File: src/rtl/core/tfbe_pkg.sv
// Shared types and constants for the typed field byte encoder.
// Used by the front, queue, back and top-level modules; no dependencies.
`default_nettype none

package tfbe_pkg;

	// Input opcodes
	typedef enum logic [2:0] {
		OP_INT32  = 3'd0,
		OP_INT64  = 3'd1,
		OP_FLOAT  = 3'd2,
		OP_BOOL   = 3'd3,
		OP_LENGTH = 3'd4
	} op_t;

	localparam int VALUE_W     = 64;
	localparam int BYTE_W      = 8;
	localparam int VARINT_BITS = 7;   // payload bits per varint byte (0x7f mask)
	localparam int CNT_W       = 3;   // fixed-width byte count, up to 4
	localparam int QUEUE_DEPTH = 2;

	localparam logic [CNT_W-1:0] FIXED32_BYTES = 3'd4;
	localparam logic [CNT_W-1:0] SINGLE_BYTE   = 3'd1;

	// One serialization command passed from front to back
	typedef struct packed {
		logic                varint;  // 1: base-128 varint, 0: fixed byte count
		logic [CNT_W-1:0]    nbytes;  // fixed mode only
		logic [VALUE_W-1:0]  data;
	} cmd_t;

endpackage

`default_nettype wire

File: src/rtl/core/tfbe_front.sv
// Front end: accepts input words, classifies the opcode and builds a command.
// Depends on tfbe_pkg.
`default_nettype none

module tfbe_front (
	input  wire logic                          push,
	output logic                               full,
	input  wire logic [2:0]                    opcode,
	input  wire logic signed [tfbe_pkg::VALUE_W-1:0] value,
	input  wire logic                          q_full,
	output logic                               q_wr,
	output tfbe_pkg::cmd_t                     q_cmd
);

	logic [tfbe_pkg::VALUE_W-1:0] src;
	logic                         valid_op;

	assign full = q_full;

	// Opcode decode and zigzag mapping
	always_comb begin
		src      = '0;
		valid_op = 1'b1;
		q_cmd    = '0;
		case (tfbe_pkg::op_t'(opcode))
			tfbe_pkg::OP_INT32: begin
				src          = {{32{value[31]}}, value[31:0]};
				q_cmd.varint = 1'b1;
				q_cmd.data   = {src[62:0], 1'b0} ^ {64{src[63]}};
			end
			tfbe_pkg::OP_INT64: begin
				src          = value;
				q_cmd.varint = 1'b1;
				q_cmd.data   = {src[62:0], 1'b0} ^ {64{src[63]}};
			end
			tfbe_pkg::OP_FLOAT, tfbe_pkg::OP_LENGTH: begin
				q_cmd.nbytes = tfbe_pkg::FIXED32_BYTES;
				q_cmd.data   = {32'd0, value[31:0]};
			end
			tfbe_pkg::OP_BOOL: begin
				q_cmd.nbytes = tfbe_pkg::SINGLE_BYTE;
				q_cmd.data   = {63'd0, (value != '0)};
			end
			default: begin
				valid_op = 1'b0;   // unused opcodes are accepted and dropped
			end
		endcase
	end

	assign q_wr = push && !q_full && valid_op;

endmodule

`default_nettype wire

File: src/rtl/core/tfbe_queue.sv
// Small command queue between front and back ends.
// Depends on tfbe_pkg for the command type.
`default_nettype none

module tfbe_queue #(
	parameter int Depth = tfbe_pkg::QUEUE_DEPTH
) (
	input  wire logic           clk,
	input  wire logic           arst_n,
	input  wire logic           wr,
	input  wire tfbe_pkg::cmd_t wr_cmd,
	output logic                q_full,
	input  wire logic           rd,
	output logic                q_empty,
	output tfbe_pkg::cmd_t      rd_cmd
);

	localparam int PW = (Depth > 1) ? $clog2(Depth) : 1;
	localparam int CW = $clog2(Depth + 1);

	tfbe_pkg::cmd_t   mem_q [Depth];
	logic [PW-1:0]    wptr_q, rptr_q;
	logic [CW-1:0]    count_q;
	logic             do_wr, do_rd;

	assign q_full  = (count_q == CW'(Depth));
	assign q_empty = (count_q == '0);
	assign do_wr   = wr && !q_full;
	assign do_rd   = rd && !q_empty;
	assign rd_cmd  = mem_q[rptr_q];

	function automatic logic [PW-1:0] next_ptr(input logic [PW-1:0] p);
		next_ptr = (p == PW'(Depth - 1)) ? '0 : p + PW'(1);
	endfunction

	// Storage, no reset needed
	always_ff @(posedge clk) begin
		if (do_wr) begin
			mem_q[wptr_q] <= wr_cmd;
		end
	end

	// Pointers and fill count
	always_ff @(posedge clk or negedge arst_n) begin
		if (!arst_n) begin
			wptr_q  <= '0;
			rptr_q  <= '0;
			count_q <= '0;
		end else begin
			if (do_wr) wptr_q <= next_ptr(wptr_q);
			if (do_rd) rptr_q <= next_ptr(rptr_q);
			if (do_wr && !do_rd) count_q <= count_q + CW'(1);
			else if (!do_wr && do_rd) count_q <= count_q - CW'(1);
		end
	end

endmodule

`default_nettype wire

File: src/rtl/core/tfbe_back.sv
// Back end: serializes queued commands into bytes, one per cycle unless a low pop
// stalls the output, into a registered output byte. Depends on tfbe_pkg.
`default_nettype none

module tfbe_back (
	input  wire logic           clk,
	input  wire logic           arst_n,
	input  wire logic           q_empty,
	input  wire tfbe_pkg::cmd_t q_cmd,
	output logic                q_rd,
	output logic                empty,
	input  wire logic           pop,
	output logic [tfbe_pkg::BYTE_W-1:0] out_byte,
	output logic                last
);

	localparam int VB = tfbe_pkg::VARINT_BITS;
	localparam int VW = tfbe_pkg::VALUE_W;

	tfbe_pkg::cmd_t             work_q;
	logic                       busy_q;
	logic                       out_valid_q;
	logic [tfbe_pkg::BYTE_W-1:0] byte_q;
	logic                       last_q;

	tfbe_pkg::cmd_t             src;
	tfbe_pkg::cmd_t             nxt;
	logic                       take, have, src_last;
	logic [VW-VB-1:0]           rest;
	logic [tfbe_pkg::BYTE_W-1:0] src_byte;

	assign take  = !out_valid_q || pop;
	assign have  = busy_q || !q_empty;
	assign src   = busy_q ? work_q : q_cmd;
	assign q_rd  = take && !busy_q && !q_empty;
	assign rest  = src.data[VW-1:VB];

	// Next byte from the current command
	always_comb begin
		nxt = src;
		if (src.varint) begin
			src_byte = {(rest != '0), src.data[VB-1:0]};
			src_last = (rest == '0);
			nxt.data = {{VB{1'b0}}, rest};
		end else begin
			src_byte   = src.data[tfbe_pkg::BYTE_W-1:0];
			src_last   = (src.nbytes == tfbe_pkg::SINGLE_BYTE);
			nxt.data   = src.data >> tfbe_pkg::BYTE_W;
			nxt.nbytes = src.nbytes - tfbe_pkg::CNT_W'(1);
		end
	end

	// Working command, not reset
	always_ff @(posedge clk) begin
		if (take && have) begin
			work_q <= nxt;
			byte_q <= src_byte;
			last_q <= src_last;
		end
	end

	// Control state
	always_ff @(posedge clk or negedge arst_n) begin
		if (!arst_n) begin
			busy_q      <= 1'b0;
			out_valid_q <= 1'b0;
		end else if (take) begin
			out_valid_q <= have;
			if (have) busy_q <= !src_last;
		end
	end

	assign empty    = !out_valid_q;
	assign out_byte = byte_q;
	assign last     = last_q;

endmodule

`default_nettype wire

File: src/rtl/core/typed_field_byte_encoder.sv
// Top level of the typed field byte encoder: front, command queue and back.
// Depends on tfbe_pkg, tfbe_front, tfbe_queue and tfbe_back.
//
// Usage:
//   Input side is a queue write port: opcode and value are taken at a rising
//   edge with push high and full low. Opcode 0/1 give zigzag varints (int32
//   sign-extends the low 32 bits), 2 and 4 give four little-endian bytes of
//   the low 32 bits, 3 gives one byte 0 or 1. Opcodes 5..7 are taken and
//   produce nothing.
//   Output side is a queue read port: while empty is low, out_byte and last
//   hold the oldest byte; it leaves at a rising edge with pop high.
//   With the back end idle, the first byte of an accepted word passes through
//   the command queue and is then registered in the back end output byte.
//   The back end emits one byte per cycle while pop keeps up with it; a word
//   has 1 to 10 bytes (varint), 4 or 1 otherwise.
//   The command queue (QueueDepth entries) lets the input keep taking words
//   while the back end serializes; full rises once it fills.
//   When pop stays low the output byte holds and the back end stops;
//   the queue then fills and full backs up the input.
//   Reset clears the queue and output valid; no words are pending after it.
`default_nettype none

module typed_field_byte_encoder #(
	parameter int QueueDepth = tfbe_pkg::QUEUE_DEPTH
) (
	input  wire logic                               clk,
	input  wire logic                               arst_n,
	input  wire logic                               push,
	output logic                                    full,
	input  wire logic [2:0]                         opcode,
	input  wire logic signed [tfbe_pkg::VALUE_W-1:0] value,
	output logic                                    empty,
	input  wire logic                               pop,
	output logic [tfbe_pkg::BYTE_W-1:0]             out_byte,
	output logic                                    last
);

	tfbe_pkg::cmd_t wr_cmd, rd_cmd;
	logic           q_wr, q_full, q_rd, q_empty;

	// Accept and classify
	tfbe_front u_front (
		.push   (push),
		.full   (full),
		.opcode (opcode),
		.value  (value),
		.q_full (q_full),
		.q_wr   (q_wr),
		.q_cmd  (wr_cmd)
	);

	// Decoupling queue
	tfbe_queue #(
		.Depth (QueueDepth)
	) u_queue (
		.clk     (clk),
		.arst_n  (arst_n),
		.wr      (q_wr),
		.wr_cmd  (wr_cmd),
		.q_full  (q_full),
		.rd      (q_rd),
		.q_empty (q_empty),
		.rd_cmd  (rd_cmd)
	);

	// Serialize
	tfbe_back u_back (
		.clk      (clk),
		.arst_n   (arst_n),
		.q_empty  (q_empty),
		.q_cmd    (rd_cmd),
		.q_rd     (q_rd),
		.empty    (empty),
		.pop      (pop),
		.out_byte (out_byte),
		.last     (last)
	);

endmodule

`default_nettype wire

File: config.mk
export PLATFORM = sky130hd
export DESIGN_NAME = typed_field_byte_encoder
export DESIGN_NICKNAME = d
export VERILOG_FILES = /design/src/rtl/core/tfbe_pkg.sv /design/src/rtl/core/tfbe_front.sv /design/src/rtl/core/tfbe_queue.sv /design/src/rtl/core/tfbe_back.sv /design/src/rtl/core/typed_field_byte_encoder.sv
export SDC_FILE = /design/constraint.sdc
export NUM_CORES = 1
export LEC_CHECK = 0
export ABC_AREA = 1
export BUFFER_PORTS_ARGS = -buffer_cell sky130_fd_sc_hd__buf_2
export CAP_MARGIN = 20
export CORE_MARGIN = 2
export CORE_UTILIZATION = 45
export DETAILED_ROUTE_END_ITERATION = 8
export GPL_TIMING_DRIVEN = 0
export HOLD_SLACK_MARGIN = 0.15
export SKIP_CTS_REPAIR_TIMING = 1
export SLEW_MARGIN = 20
export SYNTH_ARGS = -nofsm -noshare
export SYNTH_HDL_FRONTEND = slang
export SYNTH_SLANG_ARGS = --single-unit
File: constraint.sdc
create_clock -name clk -period 6.9 [get_ports clk]
set_input_delay 0.69 -clock clk [delete_from_list [all_inputs] [get_ports clk]]
set_output_delay 0.69 -clock clk [all_outputs]
set_load 0.01 [all_outputs]
==> key figures, run 1 <==
Outcome
  • Status: finished clean

Floorplan
  • Die extent in x: 154.2 um
  • Initial Util: between 40% and 50%
  • Core area: 21960 um^2
  • Row Count: 54
  • Num ports: 82
  • Die area: 23780 um^2
  • Die height: ~150 um

Setup path
  • CP peak stage delay: 0.50 ns
  • CP Depth: 9
  • Top delay family on crit path: buffers and inverters
  • Crit end category: flip-flop
  • Crit-path cells: inv_2 > buf_2 > clkbuf_1 > buf_1 > nand3b_1 > ha_1 > a21oi_1 > o21ai_0 > xor2_1
  • Slowest cell on crit path: dfrtp_1
  • Arrival time worst endpoint: between 3 and 4 ns
  • Crit-path max FO: 10
  • Type of the worst setup path: flip-flop to flip-flop
  • Worst EP required: approximately 7.3 ns
  • CP Buf/Inv Count: 4
  • Reg2Reg Depth: 9
  • Worst setup SP type: flip-flop

Layout
  • Fillers: roughly 2000
  • Syn-to-layout area delta: 16.67%
  • Footprint of the multi-input gates: 3411 um^2
  • Register area: roughly 6300 um^2
  • Ant. Diodes: 0
  • Core Util, Final: between 50% and 60%
  • Share of layout cells above drive strength 1: 16.05%
  • # nets final: 1200

Yosys
  • Mapped Cells: about 1000
  • FF+latch count, synth: 210
  • Most frequent cells after synthesis: nand2_1, edfxtp_1, nand3_1
  • Post-synth cell types: 34
  • Syn Nets: between 1000 and 1500
  • Count leader, synth: nand2_1
  • Synth area leader: edfxtp_1
  • Post-synth top area share: 60.33%
  • Area contributors post-synth: edfxtp_1, nand2_1, nand3_1, o21ai_0, nor2_1
  • Synth Area per Inst: about 10 um^2
  • Sequential area share after synthesis: between 60% and 70%
  • Ys flop type: edfxtp_1
  • Synth async-reset ratio: 2.857%
  • Post-synth EDFFs: around 200
  • Warnings, synthesis: 0
  • Syn Std Cell Area: approximately 10000 um^2

STA
  • RSZ-0062 raised after global routing: no
  • Relative slew slack: slightly below 50%
  • Max-slew violation count: 0
  • Fmax: between 0.3 and 0.4 GHz
  • Final Setup Violations: 0
  • Tcrit/Tclk final: 42.13%
  • Setup TNS Final: 0 ns
  • Fin. Hold Viols: 0
  • Minimum clock period: approximately 2.9 ns
  • Clock skew: 0.008467 ns
  • Setup WS post-layout: 3.993 ns
  • Actual transition at the worst max-transition pin: between 0.7 and 0.8 ns

GRT
  • Vias in the first global route: between 7000 and 8000
  • First-pass GRT wire length: 41710 um
  • Grt ovf: 0
  • Gr usage total: a little under a quarter
  • Largest net degree at the start of global routing: 25
  • Initial antenna violation count: 0

Power
  • Maximum VDD drop: between 200 and 250 uV
  • Pwr Total: about 5400 uW
  • Pleak: roughly 0.0046 uW
  • Sw power: between 2000 and 2500 uW
  • Sequential power share: between 30 and 40%
  • Internal power: around 3300 uW
  • Power density cells: roughly 460 nW/um^2
  • Sw Ratio: between 30% and 40%
  • Clk pwr share: 22.2%
  • Comb pwr share: between 40% and 50%

CTS
  • Clock Sinks: 210
  • CTS clock-pin slew for the worst setup and hold paths: 0.06 ns
  • CTS root buf: clkbuf_16
  • Clock Latency Late Sink: ~0.50 ns
  • CTS tree: yes
  • Deepest clock path buffer count: 3
  • Num CTS Buffers: 22
  • H-tree levels: 1

Placed design
  • Post-Place Setup Slack: between 3 and 4 ns
  • GP Congestion: between 0.9 and 1
  • IO buf count: 80
  • Post-DP HPWL: ~21000 um

Routing
  • DRC errors left: 0
  • Number of iterations in the first detailed-routing pass: 7
  • DR WL/cell: roughly 20 um
  • First-iteration detailed-routing DRC count: 755
  • Via Count: about 7800
  • Via density: around 5.5
  • DRT antenna net count: 0
  • WL final: ~28000 um

Worst hold path
  • Worst Hold Depth: 4
  • Hold crit path type: input port to flip-flop

Flow run
  • Max Cap Violations: 0
-- metrics by stage --
| stage | cells | hold WS [ns] | area [um^2] |
|---|---|---|---|
| 2_1_floorplan | 1011 | 0.3944 | 10150 |
| 6_report | 1420 | 0.5097 | 11850 |
| 3_3_place_gp | 1371 | 0.4866 | 10910 |
| 4_1_cts | 1419 | 0.0005662 | 11840 |
| 5_1_grt | 1420 | 0.4962 | 11850 |
| 3_5_place_dp | 1379 | 0.5264 | 11120 |
-- final timing paths --
path	startpoint	endpoint	slack, ns
max in group asynchronous	arst_n	u_queue.rptr_q	6.21
setup reg to reg	u_back.busy_q	u_queue.count_q[1]	3.99
hold reg to reg	u_queue.count_q[0]	u_queue.count_q[0]	0.54
hold / removal	pop	u_back.busy_q	0.51
setup / recovery	u_back.busy_q	u_queue.count_q[1]	3.99
min in group asynchronous	arst_n	u_queue.count_q[1]	0.54
-- power groups by stage --
stage / combinational [uW] / sequential (uW) / clock, uW
detailed placement: 2140 / 2060 / 0
global route: 2390 / 2070 / 1260
finish: 2160 / 2040 / 1200
floorplan: 1360 / 2070 / 0
global placement: 2050 / 2100 / 0
CTS: 2150 / 2040 / 1210
-- flip-flops by register name (all words and copies together), names as in the netlist --
register            flops
u_queue.rptr_q          1
u_back.work_q          61
u_back.out_byte         8
u_back.out_valid_q      1
u_queue.wptr_q          1
u_back.busy_q           1
u_back.last             1
u_queue.mem_q         134
u_queue.count_q         2
-- cells by family after synthesis --
group           count (synthesis)  synth area share, %
compound gates                150                8.403
buf+inv                       116                4.867
fa+ha+maj                       5               0.6161
flops                         210                61.80
mux                             5               0.4929
xor+xnor                       20                1.725
simple gates                  505                22.09
-- layer usage --
| layer | vias up | global-route usage (%) | wire length, um |
|---|---|---|---|
| met5 | - | 0 | 0 |
| met3 | 41 | 3.362 | 2360 |
| met2 | 292 | 34.66 | 11980 |
| li1 | 3750 | - | - |
| met1 | 3733 | 36.26 | 12880 |
| met4 | 0 | 5.340 | 610 |
-- layout make-up --
class,instances,share of cell area (%)
buffer,55,2.239
clock buffer,28,5.016
clock inverter,12,1.067
inverter,61,1.933
multi-input combinational,685,28.79
sequential,210,52.97
tap,280,2.957
timing repair buffer,89,5.027
-- tightest hold or removal path, cell delays in order --
cell and delay, ns:
buf_2 0.08, nor2_1 0.08, nand2_1 0.07, nand2_1 0.05
-- cells in the final DEF, fill, tap and decap left out, types with 12 or more instances in the layout --
master | synthesis | layout
o21ai_0 | 60 | 60
edfxtp_1 | 204 | 204
or2_2 | 30 | 30
nand3_1 | 101 | 101
xnor2_1 | 16 | 16
or2_1 | 29 | 29
nand2_1 | 263 | 263
nor4_1 | 14 | 14
buf_2 | 20 | 100
clkbuf_1 | 27 | 32
o21ai_1 | 22 | 22
inv_1 | 50 | 50
a21oi_1 | 34 | 33
o211ai_1 | 12 | 12
clkbuf_16 | 0 | 23
nor2_1 | 51 | 49
Note: power is estimated with default switching activity, not from simulation.
==> run 2, diff against run 1 <==
PLACE_DENSITY = 0.65   (was unset)
clock period = 2.35 ns   (was 6.9 ns; I/O delays follow)
==> key figures, run 2 (synthesis results as in run 1) <==
Layout
  • Post-Layout Cell Count: 1436 (+1.1%)
  • Most frequent cells in the layout: nand2_1, edfxtp_1, nand3_1, buf_2, o21ai_0
  • Reg with most FFs: u_queue.mem_q
  • Share of layout cells above drive strength 1: 18.34% (+2.3 points)
  • Most common cell after layout, fill and taps aside: nand2_1
  • Syn-to-layout area delta: 19.64%
  • Ant. Diodes: 0 (unchanged)
  • # nets final: 1216 (+1.3%)
  • Max reg flops: 134 (unchanged)

Setup path
  • Worst setup SP type: flip-flop
  • Slowest cell on crit path: o211ai_1
  • Critical path's most frequent cell: clkbuf_4
  • Crit path from: u_queue.rptr_q
  • Crit end category: flip-flop
  • Crit-path max FO: 10 (unchanged)
  • Type of the worst setup path: flip-flop to flip-flop
  • Worst EP required: 2.60 ns (-4.68 ns)
  • Arrival time worst endpoint: 2.53 ns (-0.75 ns)
  • Crit-path cells: clkbuf_4 > inv_4 > clkbuf_4 > buf_2 > o211ai_1 > o21ai_2 > inv_1 > ha_1 > nand2_1 > xor2_1
  • Worst r2r src: u_queue.rptr_q
  • CP peak stage delay: 0.36 ns (-0.14 ns)

Flow run
  • Max Cap Violations: 0 (unchanged)

GRT
  • First-pass GRT wire length: 41860 um (+0.36%)
  • Initial antenna violation count: 0 (unchanged)
  • Met1 track demand over resource: 34.67% (-1.6 points)
  • Busiest grt layer: met2
  • Grt ovf: 0 (unchanged)
  • Vias in the first global route: 7214 (+1.9%)
  • Met2 global-route usage: 35.28% (+0.62 points)
  • M3 GR Usage: 4.007% (+0.64 points)
  • Largest net degree at the start of global routing: 26 (+4.0%)
  • Gr usage total: 23.25% (-0.048 points)

Placed design
  • DP Cell Count: 1379 (unchanged)
  • Post-DP HPWL: 20240 um (-1.9%)
  • IO buf count: 80 (unchanged)
  • GP Congestion: 0.9067 (-2.4%)

Floorplan
  • Die height: 154.2 um (unchanged)
  • Row Count: 54 (unchanged)
  • Die extent in x: 154.2 um (unchanged)
  • Num ports: 82 (unchanged)
  • Die area: 23780 um^2 (unchanged)
  • Core area: 21960 um^2 (unchanged)
  • Initial Util: 46.25% (unchanged)

Routing
  • DRT antenna net count: 0 (unchanged)
  • DR WL/cell: 19.34 um (-1.3%)
  • Via Count: 7937 (+1.5%)
  • Via density: 5.527 (+0.42%)
  • DRC errors left: 0 (unchanged)
  • First-iteration detailed-routing DRC count: 892 (+18%)
  • Number of iterations in the first detailed-routing pass: 5 (-2)
  • WL final: 27770 um (-0.23%)

CTS
  • CTS tree: yes
  • Clock Sinks: 210 (unchanged)
  • Deepest clock path buffer count: 3 (unchanged)
  • CTS clock-pin slew for the worst setup and hold paths: 0.06 ns (about the same)
  • Clock Latency Late Sink: 0.51 ns (about the same)
  • H-tree levels: 1 (unchanged)
  • Num CTS Buffers: 23 (+4.5%)
  • CTS root buf: clkbuf_16

STA
  • Minimum clock period: 2.279 ns (-0.6277 ns)
  • RSZ-0062 raised after global routing: yes
  • Tcrit/Tclk final: 96.99% (+55 points)
  • Final Setup Violations: 0 (unchanged)
  • Fmax: 0.4388 GHz (+28%)
  • Hold WS: 0.1114 ns (-0.3983 ns)
  • Actual transition at the worst max-transition pin: 0.7691 ns (+0.007556 ns)
  • Fin. Hold Viols: 0 (unchanged)
  • Clock skew: 0.01589 ns (+0.007422 ns)
  • Setup TNS Final: 0 ns (unchanged)
  • Max-slew violation count: 0 (unchanged)
  • Relative slew slack: 48.72% (-0.50 points)

Outcome
  • Status: finished clean

Power
  • Pwr Total: 16140 uW (+200%)
  • Pleak: 0.004750 uW (+2.8%)
  • Power density cells: 1329 nW/um^2 (+190%)
  • Maximum VDD drop: 654.3 uV (+190%)

Worst hold path
  • Hold crit path type: input port to flip-flop
  • Critical hold path startpoint: value[25]
[run 2: per-stage QoR]
step                      worst slack (ns)  utilization (%)  instance area, um^2
final                              0.07083            55.33                12150
after global routing              -0.02878            55.33                12150
after CTS                          -0.1619            54.06                11870
after detailed placement           -0.2132            50.79                11150
after global placement              -1.945            49.85                10950
after floorplan                    -0.5449                -                10190
[run 2: layout make-up]
cell class | count | area [um^2]
fillers | 1903 | 9809
flip-flops and latches | 210 | 6277
multi-input cells | 685 | 3485
repair buffers | 104 | 755.7
clock buffers | 32 | 619.3
well taps | 280 | 350.3
plain buffers | 55 | 332.8
inverters | 61 | 231.5
clock inverters | 9 | 97.59
[run 2: layer usage]
| layer | up-vias | part of all wire [%] | routed length (um) |
|---|---|---|---|
| met3 | 29 | 8.6 | 2389 |
| met4 | 0 | 2.0 | 565 |
| met2 | 356 | 45 | 12540 |
| met1 | 3776 | 44 | 12270 |
| met5 | - | 0 | 0 |
| li1 | 3776 | - | - |
[run 2: report_power, final]
part	leakage (uW)	internal [uW]	total, uW	switching [uW]
Combinational	0.00239	2190	6660	4470
Clock	0.000343	2060	3490	1430
Sequential	0.00202	5700	6000	299
[run 2: path summary, 6_finish.rpt]
check                                       endpoint  slack (ns)  depth (start not counted)
max in group asynchronous              u_back.busy_q        1.40                          3
worst max-delay path               u_back.work_q[66]        0.07                         10
worst min-delay path            u_queue.mem_q[0][26]        0.11                          3
worst max register to register     u_back.work_q[66]        0.07                         10
min in group asynchronous              u_back.busy_q        0.69                          3
worst min register to register    u_queue.count_q[0]        0.53                          1
[run 2: critical path, delay by kind of cell (launching register included)]
| family | cells | cell delay [ns] |
|---|---|---|
| buffers and inverters | 5 | 0.83 |
| AOI/OAI and AO/OA | 2 | 0.50 |
| DFF | 1 | 0.32 |
| xor gates and xnor gates | 1 | 0.16 |
| adders and majority gates | 1 | 0.14 |
| and+or+nand+nor | 1 | 0.07 |
